## config.mk

```make
export PLATFORM = sky130hd
export DESIGN_NAME = endpoint_listener_manager_core
export DESIGN_NICKNAME = d
export VERILOG_FILES = /design/src/hdl/elm_pkg.sv /design/src/hdl/endpoint_listener_manager_core.sv
export VERILOG_INCLUDE_DIRS = /design/src /design/src/hdl
export SDC_FILE = /design/constraint.sdc
export NUM_CORES = 2
export LEC_CHECK = 0
export ABC_AREA = 1
export BUFFER_PORTS_ARGS = -buffer_cell sky130_fd_sc_hd__buf_2
export CELL_PAD_IN_SITES_DETAIL_PLACEMENT = 2
export CELL_PAD_IN_SITES_GLOBAL_PLACEMENT = 2
export CORE_ASPECT_RATIO = 0.7
export CORE_MARGIN = 4
export CORE_UTILIZATION = 39
export CTS_CLUSTER_DIAMETER = 150
export DETAILED_ROUTE_END_ITERATION = 16
export PLACE_DENSITY = 0.82
export SETUP_SLACK_MARGIN = 0.05
export SYNTH_ARGS = -nofsm -noshare
export SYNTH_HDL_FRONTEND = slang
export SYNTH_SLANG_ARGS = --single-unit
```

## constraint.sdc

```tcl
create_clock -name clk -period 4.1 [get_ports clk]
set_clock_uncertainty 0.2 [all_clocks]
set_input_delay 0.82 -clock clk [delete_from_list [all_inputs] [get_ports clk]]
set_output_delay 0.82 -clock clk [all_outputs]
set_load 0.005 [all_outputs]
```

## src/hdl/endpoint_listener_manager_core_assert.svh

```systemverilog
// ----------------------------------------------------------------------------
// Endpoint listener manager assertion macros
// Shorthand for clocked implication checks, sampled on clk with rst_n low
// disabling the check.
// ----------------------------------------------------------------------------
`ifndef ENDPOINT_LISTENER_MANAGER_CORE_ASSERT_SVH
`define ENDPOINT_LISTENER_MANAGER_CORE_ASSERT_SVH

// Consequent must hold in the same cycle as the antecedent.
`define ELM_ASSERT_IMP(label, ante, cons, msg) \
    label: assert property (@(posedge clk) disable iff (!rst_n) (ante) |-> (cons)) \
        else $error(msg);

// Consequent must hold in the cycle after the antecedent.
`define ELM_ASSERT_NEXT(label, ante, cons, msg) \
    label: assert property (@(posedge clk) disable iff (!rst_n) (ante) |=> (cons)) \
        else $error(msg);

`endif

```

## src/hdl/elm_pkg.sv

```systemverilog
// ----------------------------------------------------------------------------
// Endpoint listener manager package
// Event kinds, action codes, listener states and sequencer states.
// ----------------------------------------------------------------------------
package elm_pkg;

    localparam int ENDPOINTS_DEF = 8;
    localparam int SLOTS_DEF     = 16;

    // Event kinds
    localparam logic [2:0] KIND_OPEN         = 3'd0;
    localparam logic [2:0] KIND_CLOSE        = 3'd1;
    localparam logic [2:0] KIND_SOCK_OPENED  = 3'd2;
    localparam logic [2:0] KIND_NEW_CONN     = 3'd3;
    localparam logic [2:0] KIND_FAILURE      = 3'd4;
    localparam logic [2:0] KIND_CHAN_CREATED = 3'd5;
    localparam logic [2:0] KIND_CHAN_GONE    = 3'd6;

    // Output actions
    localparam logic [2:0] ACT_SOCK_CLOSE    = 3'd0;
    localparam logic [2:0] ACT_CHAN_CLOSE    = 3'd1;
    localparam logic [2:0] ACT_CHAN_CREATE   = 3'd2;
    localparam logic [2:0] ACT_CREATE_SERVER = 3'd3;
    localparam logic [2:0] ACT_NOTIFY        = 3'd4;

    // Listener states
    localparam logic [1:0] LST_CLOSED  = 2'd0;
    localparam logic [1:0] LST_OPENING = 2'd1;
    localparam logic [1:0] LST_OPENED  = 2'd2;

    typedef enum logic [3:0] {
        SEQ_IDLE,
        SEQ_LOAD,
        SEQ_EXEC,
        SEQ_CLOSE_SCAN,
        SEQ_CLOSE_EMIT,
        SEQ_CLOSE_NOTIFY,
        SEQ_ADD_SCAN,
        SEQ_REMOVE_SCAN,
        SEQ_REMOVE_CHECK
    } seq_state_t;

endpackage

```

## src/hdl/endpoint_listener_manager_core.sv

```systemverilog
// Results leave through output registers loaded by the sequencer; busy stays high
// from acceptance until the sequencer is idle again. A close or failure of an opened
// configured endpoint, and a channel-created or channel-gone event on an opened
// endpoint, walk the slot table; the walk reads the slot memory through one registered
// read port, and no new transaction is accepted until it ends.
// Reset clears every endpoint's valid bit at once; no clearing pass is needed.
// ----------------------------------------------------------------------------
// Endpoint listener manager core
// Tracks listener state and connection slots per endpoint and issues socket,
// channel and notify commands under a small sequencer.
// ----------------------------------------------------------------------------
`include "endpoint_listener_manager_core_assert.svh"

module endpoint_listener_manager_core
    import elm_pkg::*;
#(
    parameter int ENDPOINTS = ENDPOINTS_DEF,
    parameter int SLOTS     = SLOTS_DEF
)
(
    input  logic        clk,
    input  logic        rst_n,
    input  logic        start,
    output logic        busy,
    input  logic [2:0]  kind,
    input  logic [7:0]  endpoint_index,
    input  logic        endpoint_configured,
    input  logic [15:0] aux_value,
    output logic        strobe,
    output logic [2:0]  action,
    output logic [15:0] target_index,
    output logic [7:0]  endpoint_out,
    output logic        close_status,
    output logic        last_of_run
);

    localparam int EP_AW    = (ENDPOINTS > 1) ? $clog2(ENDPOINTS) : 1;
    localparam int EP_DEPTH = 1 << EP_AW;
    localparam int SL_AW    = $clog2(SLOTS);
    localparam int SL_CW    = $clog2(SLOTS + 1);
    localparam int SM_DEPTH = EP_DEPTH << SL_AW;

    typedef struct packed {
        logic [1:0]       state;
        logic [15:0]      socket;
        logic [SL_AW-1:0] last;
        logic [SLOTS-1:0] used;
    } ep_rec_t;

    // Endpoint records and their valid bits; an invalid entry reads as closed.
    ep_rec_t              ep_mem [EP_DEPTH];
    logic [EP_DEPTH-1:0]  ep_vld_reg;
    ep_rec_t              ep_rdata_reg;
    logic                 vld_rd_reg;

    // Connection slot memory, meaningful only where the used bit is set.
    logic [15:0]          slot_mem [SM_DEPTH];
    logic [15:0]          slot_rdata_reg;

    seq_state_t           seq_reg, seq_next;

    logic [2:0]           kind_reg;
    logic [7:0]           ep_reg;
    logic                 cfg_reg;
    logic [15:0]          aux_reg;
    logic                 valid_reg;

    logic [1:0]           st_reg, st_next;
    logic [15:0]          sock_reg, sock_next;
    logic [SL_AW-1:0]     last_reg, last_next;
    logic [SLOTS-1:0]     used_reg, used_next;
    logic [SL_CW-1:0]     cnt_reg, cnt_next;
    logic [SL_AW-1:0]     pos_reg, pos_next;

    logic                 strobe_reg;
    logic [2:0]           action_reg;
    logic [15:0]          target_reg;
    logic [7:0]           ep_out_reg;
    logic                 status_reg;
    logic                 last_reg_out;

    logic                 accept;
    logic [EP_AW-1:0]     in_addr;
    logic [EP_AW-1:0]     ep_addr;
    logic [SL_AW-1:0]     cnt_idx;
    logic                 opened;
    logic                 status_w;
    logic                 rec_we;
    logic                 vld_clr;
    logic                 slot_we;
    logic                 emit;
    logic [2:0]           emit_action;
    logic [15:0]          emit_target;
    logic                 emit_status;
    logic                 emit_last;
    ep_rec_t              rec_wdata;

    assign busy     = (seq_reg != SEQ_IDLE);
    assign accept   = start && !busy;
    assign in_addr  = endpoint_index[EP_AW-1:0];
    assign ep_addr  = ep_reg[EP_AW-1:0];
    assign cnt_idx  = cnt_reg[SL_AW-1:0];
    assign opened   = valid_reg && (st_reg == LST_OPENED);
    assign status_w = (kind_reg == KIND_CLOSE) && cfg_reg && valid_reg;

    assign rec_wdata.state  = st_next;
    assign rec_wdata.socket = sock_next;
    assign rec_wdata.last   = last_next;
    assign rec_wdata.used   = used_next;

    always_comb
    begin
        seq_next    = seq_reg;
        st_next     = st_reg;
        sock_next   = sock_reg;
        last_next   = last_reg;
        used_next   = used_reg;
        cnt_next    = cnt_reg;
        pos_next    = pos_reg;
        rec_we      = 1'b0;
        vld_clr     = 1'b0;
        slot_we     = 1'b0;
        emit        = 1'b0;
        emit_action = ACT_NOTIFY;
        emit_target = 16'(ep_reg);
        emit_status = 1'b0;
        emit_last   = 1'b0;

        case (seq_reg)
            SEQ_IDLE:
            begin
                if (accept)
                begin
                    seq_next = SEQ_LOAD;
                end
            end

            SEQ_LOAD:
            begin
                if (vld_rd_reg)
                begin
                    st_next   = ep_rdata_reg.state;
                    sock_next = ep_rdata_reg.socket;
                    last_next = ep_rdata_reg.last;
                    used_next = ep_rdata_reg.used;
                end
                else
                begin
                    st_next   = LST_CLOSED;
                    sock_next = '0;
                    last_next = '0;
                    used_next = '0;
                end
                seq_next = SEQ_EXEC;
            end

            SEQ_EXEC:
            begin
                seq_next = SEQ_IDLE;
                case (kind_reg)
                    KIND_OPEN:
                    begin
                        emit      = 1'b1;
                        emit_last = 1'b1;
                        if (cfg_reg && valid_reg && (st_reg == LST_CLOSED))
                        begin
                            st_next     = LST_OPENING;
                            rec_we      = 1'b1;
                            emit_action = ACT_CREATE_SERVER;
                        end
                    end

                    KIND_CLOSE, KIND_FAILURE:
                    begin
                        if (cfg_reg && opened)
                        begin
                            cnt_next = '0;
                            seq_next = SEQ_CLOSE_SCAN;
                        end
                        else
                        begin
                            if (cfg_reg && valid_reg && (st_reg == LST_OPENING))
                            begin
                                vld_clr = 1'b1;
                            end
                            emit        = 1'b1;
                            emit_status = status_w;
                            emit_last   = 1'b1;
                        end
                    end

                    KIND_SOCK_OPENED:
                    begin
                        if (valid_reg && (st_reg == LST_OPENING))
                        begin
                            st_next   = LST_OPENED;
                            sock_next = aux_reg;
                            rec_we    = 1'b1;
                        end
                        else
                        begin
                            emit        = 1'b1;
                            emit_action = ACT_SOCK_CLOSE;
                            emit_target = aux_reg;
                            emit_last   = 1'b1;
                        end
                    end

                    KIND_NEW_CONN:
                    begin
                        emit        = 1'b1;
                        emit_action = opened ? ACT_CHAN_CREATE : ACT_SOCK_CLOSE;
                        emit_target = aux_reg;
                        emit_last   = 1'b1;
                    end

                    KIND_CHAN_CREATED:
                    begin
                        if (opened)
                        begin
                            cnt_next = '0;
                            if (last_reg == SL_AW'(SLOTS - 1))
                            begin
                                pos_next = '0;
                            end
                            else
                            begin
                                pos_next = last_reg + 1'b1;
                            end
                            seq_next = SEQ_ADD_SCAN;
                        end
                        else
                        begin
                            emit        = 1'b1;
                            emit_action = ACT_CHAN_CLOSE;
                            emit_target = aux_reg;
                            emit_last   = 1'b1;
                        end
                    end

                    KIND_CHAN_GONE:
                    begin
                        if (opened)
                        begin
                            cnt_next = '0;
                            seq_next = SEQ_REMOVE_SCAN;
                        end
                    end

                    default:
                    begin
                        seq_next = SEQ_IDLE;
                    end
                endcase
            end

            SEQ_CLOSE_SCAN:
            begin
                if (cnt_reg == SL_CW'(SLOTS))
                begin
                    emit        = 1'b1;
                    emit_action = ACT_SOCK_CLOSE;
                    emit_target = sock_reg;
                    seq_next    = SEQ_CLOSE_NOTIFY;
                end
                else if (used_reg[cnt_idx])
                begin
                    // The slot read issued this cycle is consumed next cycle.
                    seq_next = SEQ_CLOSE_EMIT;
                end
                else
                begin
                    cnt_next = cnt_reg + 1'b1;
                end
            end

            SEQ_CLOSE_EMIT:
            begin
                emit        = 1'b1;
                emit_action = ACT_CHAN_CLOSE;
                emit_target = slot_rdata_reg;
                cnt_next    = cnt_reg + 1'b1;
                seq_next    = SEQ_CLOSE_SCAN;
            end

            SEQ_CLOSE_NOTIFY:
            begin
                vld_clr     = 1'b1;
                emit        = 1'b1;
                emit_status = status_w;
                emit_last   = 1'b1;
                seq_next    = SEQ_IDLE;
            end

            SEQ_ADD_SCAN:
            begin
                if (cnt_reg == SL_CW'(SLOTS))
                begin
                    emit        = 1'b1;
                    emit_action = ACT_CHAN_CLOSE;
                    emit_target = aux_reg;
                    emit_last   = 1'b1;
                    seq_next    = SEQ_IDLE;
                end
                else if (!used_reg[pos_reg])
                begin
                    used_next[pos_reg] = 1'b1;
                    last_next          = pos_reg;
                    rec_we             = 1'b1;
                    slot_we            = 1'b1;
                    seq_next           = SEQ_IDLE;
                end
                else
                begin
                    if (pos_reg == SL_AW'(SLOTS - 1))
                    begin
                        pos_next = '0;
                    end
                    else
                    begin
                        pos_next = pos_reg + 1'b1;
                    end
                    cnt_next = cnt_reg + 1'b1;
                end
            end

            SEQ_REMOVE_SCAN:
            begin
                if (cnt_reg == SL_CW'(SLOTS))
                begin
                    seq_next = SEQ_IDLE;
                end
                else if (used_reg[cnt_idx])
                begin
                    seq_next = SEQ_REMOVE_CHECK;
                end
                else
                begin
                    cnt_next = cnt_reg + 1'b1;
                end
            end

            SEQ_REMOVE_CHECK:
            begin
                if (slot_rdata_reg == aux_reg)
                begin
                    used_next[cnt_idx] = 1'b0;
                    rec_we             = 1'b1;
                    seq_next           = SEQ_IDLE;
                end
                else
                begin
                    cnt_next = cnt_reg + 1'b1;
                    seq_next = SEQ_REMOVE_SCAN;
                end
            end

            default:
            begin
                seq_next = SEQ_IDLE;
            end
        endcase
    end

    always_ff @(posedge clk or negedge rst_n)
    begin
        if (!rst_n)
        begin
            seq_reg    <= SEQ_IDLE;
            strobe_reg <= 1'b0;
            ep_vld_reg <= '0;
        end
        else
        begin
            seq_reg    <= seq_next;
            strobe_reg <= emit;
            if (rec_we)
            begin
                ep_vld_reg[ep_addr] <= 1'b1;
            end
            else if (vld_clr)
            begin
                ep_vld_reg[ep_addr] <= 1'b0;
            end
        end
    end

    always_ff @(posedge clk)
    begin
        if (accept)
        begin
            kind_reg     <= kind;
            ep_reg       <= endpoint_index;
            cfg_reg      <= endpoint_configured;
            aux_reg      <= aux_value;
            valid_reg    <= ({1'b0, endpoint_index} < 9'(ENDPOINTS));
            ep_rdata_reg <= ep_mem[in_addr];
            vld_rd_reg   <= ep_vld_reg[in_addr];
        end
        if (rec_we)
        begin
            ep_mem[ep_addr] <= rec_wdata;
        end
        if (slot_we)
        begin
            slot_mem[{ep_addr, pos_reg}] <= aux_reg;
        end
        slot_rdata_reg <= slot_mem[{ep_addr, cnt_idx}];

        st_reg   <= st_next;
        sock_reg <= sock_next;
        last_reg <= last_next;
        used_reg <= used_next;
        cnt_reg  <= cnt_next;
        pos_reg  <= pos_next;

        if (emit)
        begin
            action_reg   <= emit_action;
            target_reg   <= emit_target;
            ep_out_reg   <= ep_reg;
            status_reg   <= emit_status;
            last_reg_out <= emit_last;
        end
    end

    assign strobe       = strobe_reg;
    assign action       = action_reg;
    assign target_index = target_reg;
    assign endpoint_out = ep_out_reg;
    assign close_status = status_reg;
    assign last_of_run  = last_reg_out;

    `ELM_ASSERT_NEXT(a_busy_after_start, start && !busy, busy, "accepted transaction did not raise busy")
    `ELM_ASSERT_IMP(a_more_keeps_busy, strobe && !last_of_run, busy, "results pending but sequencer idle")
    `ELM_ASSERT_IMP(a_status_on_notify, strobe && close_status, (action == ACT_NOTIFY) && last_of_run, "close status on a non-notify result")
    `ELM_ASSERT_IMP(a_result_from_work, strobe, $past(busy), "result produced while idle")
    `ELM_ASSERT_IMP(a_scan_bound, (seq_reg == SEQ_CLOSE_SCAN) || (seq_reg == SEQ_ADD_SCAN) || (seq_reg == SEQ_REMOVE_SCAN), cnt_reg <= SL_CW'(SLOTS), "slot counter ran past the table")

endmodule

```

==> summary.txt <==
Pwr
  – PwrDens: 706 nW/um2
  – Peak supply drop: 0.000771 V
  – Final Total Pwr: 83.3 mW
  – P_leak: 43.9 nW

Setup path
  – Crit start category: flop
  – Arrival time worst endpoint: 4.59 ns
  – Worst r2r path cells: 13
  – R2r setup slk: 0.03 ns
  – R2R Path Start: cnt_reg[0]$_SDFFCE_PN0P_
  – Reg-to-Reg End: slot_rdata_reg[13]$_DFF_P_
  – Crit Path Max Fanout: 100
  – Setup CP Type: reg -> reg
  – CP required: 4.62 ns
  – Crit end category: flop

Clock network
  – Sink Count: 2,525
  – CTS root buf: clkbuf_16
  – CTS H-tree lvls: 4
  – Clk_lat worst skew: 0.93 ns
  – Clock slew at reported path FFs: 0.07 ns
  – CTS tree: yes
  – Inserted Clock Buffers: 241
  – CTS max path bufs: 4

Timing
  – RSZ-0062 raised after global routing: yes
  – FMAX: 246 MHz
  – Worst rel slew slack: -1.79%
  – Max Slew Vio Count: 9
  – Endpoints failing hold: 0
  – Final setup TNS: 0 ns
  – Worst-Margin Slew: 1.53 ns
  – Worst hold slack: 0.0436 ns
  – # setup viols final: 0
  – Crit share post-route: 99.3%
  – Fin crit period: 4.07 ns
  – Post-route setup slack: 0.0307 ns

Synthesis
  – Synth top area cells: edfxtp_1, nand2_1, nor2_1
  – Syn avg cell area: 11.1 um2
  – FFs w/ async S/R, synth: 0.515%
  – Post-synthesis cell area: 104,000 um2
  – Top_reg_cell synth: edfxtp_1
  – Synth unique cells: 50
  – Post-synthesis sequential area ratio: 72.3%
  – Post-Syn Instances: 9,399
  – Syn nets: 9,439
  – Post-synth EDFFs: 2,458
  – Post-synthesis register bit count: 2,525
  – Syn. warnings: 0
  – Yosys top cell area share: 71.0%
  – Cell taking the most area after synthesis: edfxtp_1

Worst hold path
  – Hold Path Origin: aux_value[4]
  – Hold crit path type: in -> reg
  – Hold Path Depth: 1
  – Hold EP: aux_reg[4]$_DFFE_PP_

Global routing
  – Overflow left after global routing: 0
  – Largest net degree at the start of global routing: 186
  – Vias in the first global route: 86,000
  – Initial antenna violation count: 29
  – Global-route total usage across every layer: 31.2%
  – First-pass GRT wire length: 628,000 um

Detailed routing
  – Wirelength, routed: 438,000 um
  – Vias: 79,500
  – Routed Antenna Nets: 0
  – Routed length per instance: 33.0 um
  – Via density: 5.98
  – First-pass iteration count of the detailed router: 6
  – Number of remaining DRC errors: 0
  – Initial detailed-routing violation count: 10,600

Final layout
  – Post-Layout Cell Count: 13,300
  – Max reg flops: 2,048
  – Fin nets: 9,609
  – Layout area overhead: 13.5%
  – Layout cells sized above 1: 8.09%
  – Final Util: 44.5%
  – Post-route design area: 118,000 um2

Outcome
  – Violated checks: max-capacitance violations, max-slew violations
  – Status: finished, violations left

Placement
  – Placer Congestion: 0.899
  – Area post-placement: 110,000 um2
  – Post-Place Setup Slack: 0.00759 ns
  – Placed cells: 12,800
  – # port buffers: 61
  – Final HPWL from detailed placement: 249,000 um

Floorplan
  – Die Y: 440 um
  – Initial core utilization: 39.2%
  – Rows: 158
  – Total die area: 275,000 um2
  – Num ports: 62
  – Core footprint: 265,000 um2
  – Chip width: 625 um

Run
  – Max cap viols: 1
-- worst max-delay path by stage --
| stage | slack (ns) | to | depth (start not counted) | start |
|---|---|---|---|---|
| 3_5_place_dp | 0.008 | slot_rdata_reg[13]$_DFF_P_ | 13 | cnt_reg[0]$_SDFFCE_PN0P_ |
| 6_report | 0.03 | slot_rdata_reg[13]$_DFF_P_ | 13 | cnt_reg[0]$_SDFFCE_PN0P_ |
| 3_3_place_gp | 0.13 | slot_rdata_reg[13]$_DFF_P_ | 13 | cnt_reg[0]$_SDFFCE_PN0P_ |
| 5_1_grt | 0.01 | slot_mem[53][7]$_DFFE_PP_ | 13 | pos_reg[0]$_DFFE_PP_ |
| 4_1_cts | 0.08 | slot_mem[65][15]$_DFFE_PP_ | 6 | ep_reg[1]$_DFFE_PP_ |
| 2_1_floorplan | 0.09 | ep_mem[0][0]$_DFFE_PP_ | 8 | aux_reg[5]$_DFFE_PP_ |
-- power by group --
group / switching [mW] / internal [mW]
registers: 0.785 / 30.7
logic: 22.6 / 6.09
clock network: 10.6 / 12.6
total: 33.9 / 49.4
-- cells by family (layout without fill, tap and decap cells) --
family / Yosys count / count (layout) / share of synthesized area [%]
compound gates: 1148 / 1148 / 5.77
xor+xnor: 20 / 20 / 0.168
fa+ha+maj: 9 / 9 / 0.108
buf+inv: 1116 / 1479 / 4.33
flops: 2525 / 2525 / 72.3
other cells: 0 / 8 / 0
simple gates: 4581 / 4581 / 17.3
-- placed cells by master, fill, tap and decap left out, drive strengths merged, types with 3 or more instances in the layout --
master / n
dlygate4sd3: 25
nor3: 11
a31oi: 41
diode: 8
o31ai: 3
a21oi: 44
edfxtp: 2458
dfrtp: 13
ha: 9
clkinv: 94
o22ai: 71
buf: 400
bufinv: 22
nand2: 2467
inv: 609
xor2: 8
xnor2: 12
o21ai: 956
clkinvlp: 13
nand3: 422
o211ai: 28
dfxtp: 54
nor4: 3
nor2: 1646
nand4: 24
nand3b: 5
clkbuf: 316
-- final cells by class --
cell class	instances	area, um2
clock inverters	120	1120
multi-input cells	5758	24300
fillers	26700	147000
diodes	8	20.0
well taps	3520	4400
repair buffers	425	3960
clock buffers	316	6580
flip-flops and latches	2525	75200
inverters	618	2380
-- metal layers --
metal / routed length, um / GRT usage (%) / up-vias / part of all wire (%)
met5: 149 / 0 / - / 0.034
met4: 19900 / 13.0 / 24 / 4.6
met3: 43900 / 7.59 / 1142 / 10
met2: 207000 / 51.0 / 4567 / 47
met1: 167000 / 39.7 / 41700 / 38
li1: - / - / 32000 / -
-- cell usage after synthesis, types with 41 or more instances --
cell      number
nor2_1      1641
o21ai_1      101
nand2_1     2460
a31oi_1       41
a21oi_1       44
buf_2        181
inv_1        602
edfxtp_1    2458
nand3_1      418
buf_1         61
o22ai_1       71
o21ai_0      854
dfxtp_1       54
clkbuf_1     243
-- critical path: stages, from the launching register on --
cell and delay (ns):
edfxtp_1 0.51, buf_12 0.25, buf_4 0.36, buf_12 0.38, nand2_1 0.12, nand3_1 0.11, nand2_1 0.08, nand2_1 0.17
nand2_1 0.13, o21ai_0 0.33, buf_4 0.28, nand2_1 0.11, nor2_2 0.44, nand3_1 0.27
-- what timing repair did --
item,CTS,global route
setup buffers,0,0
setup endpoints to repair,1,97
resized for setup,1,5
hold endpoints to repair,37,0
hold buffers,25,0
Note: power is estimated with default switching activity, not from simulation.
